### src/rtl/bxs_pkg.sv
// ----------------------------------------------------------------------------
// bxs_pkg
// Constants, types and helper functions for the xorshift64* sampler.
// ----------------------------------------------------------------------------
`default_nettype none
package bxs_pkg;

  localparam logic [63:0] SEED_INIT    = 64'h1234_5678_90AB_CDEF;
  localparam logic [63:0] STAR_MULT    = 64'h2545_F491_4F6C_DD1D;
  localparam logic [31:0] BUDGET_RESET = 32'hFFFF_FFFF;

  localparam logic [0:0] REG_SEED   = 1'b0;
  localparam logic [0:0] REG_BUDGET = 1'b1;
  localparam int         CFG_IDX_W  = 1;

  localparam logic ACT_INT = 1'b0;
  localparam logic ACT_DBL = 1'b1;

  // One xorshift64 step: shift right 12, left 25, right 27.
  function automatic logic [63:0] xs_step(input logic [63:0] s);
    logic [63:0] x;
    x = s ^ (s >> 12);
    x = x ^ (x << 25);
    x = x ^ (x >> 27);
    return x;
  endfunction

endpackage
`default_nettype wire

### src/rtl/budgeted_xorshift_sampler_core.sv
// ----------------------------------------------------------------------------
// budgeted_xorshift_sampler_core
// Budgeted xorshift64* sampler: random 32-bit integer or unit double per
// request, or the caller's value passed through once the budget runs out.
// ----------------------------------------------------------------------------
//  channel   | handshake            | payload
//  ----------+----------------------+---------------------------------
//  request   | in_valid / in_stall  | action, original
//  result    | out_valid / out_stall| result, from_generator
//  config    | cfg_we               | cfg_idx, cfg_data
//
// One request per cycle is sustained while the result end does not stall.
// The state update (xor-shifts) and budget check finish in the accept cycle;
// the multiply takes two stages and the double pack two more.
// Reset loads the default seed and an unlimited budget.
// The pipeline advances as a whole; a stall at the result end holds it and
// raises in_stall only while the last stage holds an unaccepted result.
// ----------------------------------------------------------------------------
`default_nettype none
module budgeted_xorshift_sampler_core (
  input  wire logic        clk,
  input  wire logic        rst,
  input  wire logic        in_valid,
  output logic             in_stall,
  input  wire logic        action,
  input  wire logic [63:0] original,
  output logic             out_valid,
  input  wire logic        out_stall,
  output logic      [63:0] result,
  output logic             from_generator,
  input  wire logic        cfg_we,
  input  wire logic [bxs_pkg::CFG_IDX_W-1:0] cfg_idx,
  input  wire logic [63:0] cfg_data
);
  localparam int DEPTH = 5;

  logic [63:0] gen_state;
  logic [31:0] remaining;
  logic        adv;
  logic        take;
  logic        draw;

  // Pipeline side bands, one slot per stage.
  logic [DEPTH-1:0] vld;
  logic [DEPTH-1:0] act;
  logic [DEPTH-1:0] gen;
  logic [63:0]      orig [DEPTH];
  logic [63:0]      mul_in;
  logic [63:0]      prod;
  logic [63:0]      dbl;
  logic [63:0]      xs_next;
  logic [31:0]      int_mid;
  logic [31:0]      int_out;

  // Advance the whole pipe unless the output holds a result not yet taken.
  assign adv      = !(out_valid && out_stall);
  assign in_stall = !adv;
  assign take     = in_valid && adv;
  assign draw     = remaining[31] || (remaining != 32'd0);
  assign xs_next  = bxs_pkg::xs_step(gen_state);

  always_ff @(posedge clk) begin
    if (rst) begin
      gen_state <= bxs_pkg::SEED_INIT;
      remaining <= bxs_pkg::BUDGET_RESET;
    end else if (cfg_we) begin
      if (cfg_idx == bxs_pkg::REG_SEED) begin
        gen_state <= (cfg_data == 64'd0) ? bxs_pkg::SEED_INIT : cfg_data;
      end else begin
        remaining <= cfg_data[31:0];
      end
    end else if (take && draw) begin
      gen_state <= xs_next;
      if (!remaining[31]) remaining <= remaining - 32'd1;
    end
  end

  // Stage 0 registers the new state for the multiplier.
  always_ff @(posedge clk) begin
    if (adv) mul_in <= xs_next;
  end

  // Arithmetic stages hold with the side band on a stall.
  bxs_mul64 u_mul (.clk(clk), .en(adv), .a(mul_in), .p(prod));
  bxs_pack  u_pack (.clk(clk), .en(adv), .m(prod[63:11]), .bits(dbl));

  always_ff @(posedge clk) begin
    if (rst) begin
      vld <= '0;
    end else if (adv) begin
      vld <= {vld[DEPTH-2:0], take};
    end
  end

  always_ff @(posedge clk) begin
    if (adv) begin
      act  <= {act[DEPTH-2:0], action};
      gen  <= {gen[DEPTH-2:0], draw};
      orig[0] <= original;
      for (int i = 1; i < DEPTH; i++) orig[i] <= orig[i-1];
    end
  end

  // Carry the integer sample alongside the two pack stages.
  always_ff @(posedge clk) begin
    if (adv) begin
      int_mid <= prod[63:32];
      int_out <= int_mid;
    end
  end

  assign out_valid      = vld[DEPTH-1];
  assign from_generator = gen[DEPTH-1];
  always_comb begin
    if (!gen[DEPTH-1]) begin
      result = (act[DEPTH-1] == bxs_pkg::ACT_DBL) ? orig[DEPTH-1]
             : {32'd0, orig[DEPTH-1][31:0]};
    end else if (act[DEPTH-1] == bxs_pkg::ACT_DBL) begin
      result = dbl;
    end else begin
      result = {32'd0, int_out};
    end
  end
endmodule
`default_nettype wire

### src/rtl/bxs_mul64.sv
// ----------------------------------------------------------------------------
// bxs_mul64
// Low 64 bits of state times the output constant, as three 32x32 partial
// products over two register stages.
// ----------------------------------------------------------------------------
`default_nettype none
module bxs_mul64 (
  input  wire logic        clk,
  input  wire logic        en,
  input  wire logic [63:0] a,
  output logic      [63:0] p
);
  localparam logic [31:0] ML = bxs_pkg::STAR_MULT[31:0];
  localparam logic [31:0] MH = bxs_pkg::STAR_MULT[63:32];

  logic [63:0] ll;
  logic [31:0] lh;
  logic [31:0] hl;

  // Stage one: partial products; only the low half of the cross terms matters.
  always_ff @(posedge clk) begin
    if (en) begin
      ll <= 64'(a[31:0]) * 64'(ML);
      lh <= 32'(a[31:0] * MH);
      hl <= 32'(a[63:32] * ML);
    end
  end

  // Stage two: sum.
  always_ff @(posedge clk) begin
    if (en) begin
      p <= ll + {lh + hl, 32'd0};
    end
  end
endmodule
`default_nettype wire

### src/rtl/bxs_pack.sv
// ----------------------------------------------------------------------------
// bxs_pack
// Exact double bits of m / 2^53 for a 53-bit m: priority encode, then
// normalize through a registered stage.
// ----------------------------------------------------------------------------
`default_nettype none
module bxs_pack (
  input  wire logic        clk,
  input  wire logic        en,
  input  wire logic [52:0] m,
  output logic      [63:0] bits
);
  logic [5:0]  top;
  logic [5:0]  top_q;
  logic [52:0] m_q;
  logic        zero_q;
  logic [52:0] norm;

  // Find the leading one.
  always_comb begin
    top = 6'd0;
    for (int i = 0; i < 53; i++) begin
      if (m[i]) top = 6'(i);
    end
  end

  always_ff @(posedge clk) begin
    if (en) begin
      top_q  <= top;
      m_q    <= m;
      zero_q <= (m == 53'd0);
    end
  end

  assign norm = m_q << (6'd52 - top_q);

  always_ff @(posedge clk) begin
    if (en) begin
      if (zero_q) begin
        bits <= 64'd0;
      end else begin
        bits <= {1'b0, 11'(11'd970 + 11'(top_q)), norm[51:0]};
      end
    end
  end
endmodule
`default_nettype wire

### config.mk
export PLATFORM = sky130hd
export DESIGN_NAME = budgeted_xorshift_sampler_core
export DESIGN_NICKNAME = d
export VERILOG_FILES = /design/src/rtl/bxs_pkg.sv /design/src/rtl/budgeted_xorshift_sampler_core.sv /design/src/rtl/bxs_mul64.sv /design/src/rtl/bxs_pack.sv
export SDC_FILE = /design/constraint.sdc
export NUM_CORES = 2
export LEC_CHECK = 0
export BUFFER_PORTS_ARGS = -buffer_cell sky130_fd_sc_hd__buf_2
export CORE_ASPECT_RATIO = 0.6
export CORE_MARGIN = 4
export CORE_UTILIZATION = 45
export DETAILED_ROUTE_END_ITERATION = 10
export PLACE_DENSITY_LB_ADDON = 0.3
export SLEW_MARGIN = 20
export SYNTH_ARGS = -nofsm -noshare
export SYNTH_HDL_FRONTEND = slang
export SYNTH_HIERARCHICAL = 1
export SYNTH_SLANG_ARGS = --single-unit
### constraint.sdc
create_clock -name clk -period 49.6 [get_ports clk]
set_clock_uncertainty 0.2 [all_clocks]
set_input_delay 4.96 -clock clk [delete_from_list [all_inputs] [get_ports clk]]
set_output_delay 4.96 -clock clk [all_outputs]
set_load 0.1 [all_outputs]
==> impl_metrics.py <==
metrics = {
    "outcome": {
        "status": "finished, final reports clean",
    },
    "setup_path": {
        "worstReg2RegStart": "mul_in[16]$_DFFE_PN_",
        "path_delay_family": "buffers and inverters",
        "cp-endpoint": "in_stall",
        "cp_max_fo": 45,
        "reg2reg_to": "u_mul/ll[61]$_DFFE_PP_",
        "cp-start-kind": "input pin",
        "crit_path_max_incr_delay_ps": 470,
        "cpMostUsedCell": "buf_2",
        "cp.depth": 4,
        "path_class": "input pin to primary output",
        "crit_path_end_kind": "primary output",
        "slowest_stage": "buf_2",
        "worstRegToRegCells": 26,
        "setup.worst_path.start": "out_stall",
        "worstPathCellList": "buf_2 -> nand2_4 -> inv_1 -> buf_2",
        "critPathBufInv": 3,
        "rrSetupSlack_ps": 40780,
        "critPathArrivalTime_ps": 6160,
        "worstPathRequired_ps": 44440,
    },
    "hold_path": {
        "hold_path_class": "flop to flop",
    },
    "clock_network": {
        "numCtsBuffers": 78,
        "postCtsSetupRepairBufs": 0,
        "cts_max_level": 3,
        "clk_latency_ps": 720,
        "cts_resized": 0,
        "clockBufferDepth": 3,
        "cts.clk_slew.worst_paths_ps": 70,
        "cts_hold_buf": 0,
        "cts_root_buffer": "clkbuf_16",
        "numClockSinks": 850,
        "cts_tree": "done",
    },
    "global_route": {
        "grt_pass1_wl_mm": 319.4,
        "grt_overflow": 0,
        "antenna_found_initial": 28,
        "grt_max_degree": 172,
        "grtUsageTotal_pct": 26.70,
        "grt_pass1_vias": 46770,
    },
    "placement": {
        "place_area_um2": 74370,
        "gp_congestion": 1.001,
        "dp_hpwl_mm": 176.9,
        "portBuffers": 201,
    },
    "layout": {
        "final_cell_mix": "inv_1 (1245), fa_1 (806), ha_1 (768)",
        "layout_commonest_cell": "inv_1",
        "stdcell_area_um2": 77100,
        "fillCellCount": 13970,
        "areaGrowthSynthToFinish_pct": 8.918,
        "drive_gt1_share_pct": 8.239,
        "fin_util_pct": 49.47,
        "nets": 7943,
    },
    "job": {
        "cap_violations": 0,
    },
    "floorplanning": {
        "io_pins": 202,
        "num_rows": 112,
        "start_util_pct": 45.42,
        "die-area_um2": 163900,
        "die_w_um": 520.0,
        "core_area_um2": 155800,
        "die_y_um": 315.2,
    },
    "timing": {
        "clock.fmax_mhz": 88.37,
        "rsz0062_at_grt": "no",
        "slew_headroom_pct": 11.07,
        "worst_slew_pin_slew_ps": 1324,
        "fin_crit_ps": 11320,
        "fin_hold_ws_ps": 191.8,
        "hold_viol_final": 0,
        "setup_viol": 0,
        "tns_ps": 0,
        "post-route-period-util_pct": 22.82,
        "maxSlewViolCount": 0,
    },
    "synthesis": {
        "ys_warn_count": 6,
        "syn_avg_cell_area_um2": 11.77,
        "netlist_area_um2": 70780,
        "syn-instance-count": 6015,
        "synth_nets": 7725,
    },
    "drt": {
        "ant_nets": 0,
        "wl_mm": 217.1,
        "drc": 0,
        "vias": 46350,
        "routedWlPerCell_um": 25.81,
        "post_drt_via_cell_ratio": 5.509,
        "drt_iter0_markers": 4658,
        "dr.pass1.iters": 6,
    },
}
[per-layer routing]
metal	share of wire (%)	vias to the layer above	global-route usage, %
met1	47	23450	40.98
met2	38	1942	35.05
met4	2.4	20	5.967
met3	12	239	10.30
met5	0.078	-	0.4113
li1	-	20700	-
[area by class of cell]
type,count,area [um^2],area share (%)
clock inverter,50,549.3,0.7125
clock buffer,96,2115,2.743
antenna,6,15.01,0.01947
tap,2109,2639,3.423
multi-input combinational,3786,41040,53.24
timing repair buffer,269,1536,1.993
inverter,1248,4684,6.076
sequential,850,24510,31.80
[worst min-delay path by stage]
stage / cells past startpoint / slack (ps) / from / end
after floorplan: 0 / 200 / act[0]$_DFFE_PN_ / act[1]$_DFFE_PN_
after global placement: 0 / 200 / orig[0][56]$_DFFE_PN_ / orig[0][120]$_DFFE_PN_
after detailed placement: 0 / 200 / int_mid[14]$_DFFE_PN_ / int_out[14]$_DFFE_PN_
after CTS: 0 / 180 / orig[0][217]$_DFFE_PN_ / orig[0][281]$_DFFE_PN_
after global routing: 0 / 190 / u_mul/ll[31]$_DFFE_PP_ / u_mul/p[31]$_DFFE_PP_
final: 0 / 190 / orig[0][188]$_DFFE_PN_ / orig[0][252]$_DFFE_PN_
[worst reg2reg max path, cell delays in order (launching register included)]
cell	delay (ps)
edfxtp_1	320
buf_4	320
inv_1	380
fa_1	620
inv_1	90
fa_1	480
inv_1	50
fa_1	520
fa_1	540
inv_1	70
fa_1	600
fa_1	450
fa_1	490
inv_1	50
fa_1	480
inv_1	50
ha_1	400
nand3_1	220
nor4_1	550
o211ai_1	160
nor3_1	450
nor4_4	120
o2111ai_1	320
a311oi_2	180
nor2_1	200
a31oi_1	120
xnor2_1	130
[registers in the layout, indices dropped and copies added, names as in the netlist, 32 cells and up]
name / cells
int_out: 32
mul_in: 64
remaining: 32
u_mul/hl: 32
u_mul/lh: 32
u_mul/p: 53
orig: 320
u_mul/ll: 52
u_pack/m_q: 52
gen_state: 64
u_pack/bits: 63
int_mid: 32
[stage by stage]
step | worst slack, ps | std cells
after floorplan | 16100 | 6015
after global placement | 38300 | 8261
after detailed placement | 38270 | 8261
after CTS | 38260 | 8407
after global routing | 38200 | 8409
final | 38280 | 8414
Power is left out: the tool's default activity adds up to more than one toggle a clock period on the data nets, which glitch-free logic cannot reach.
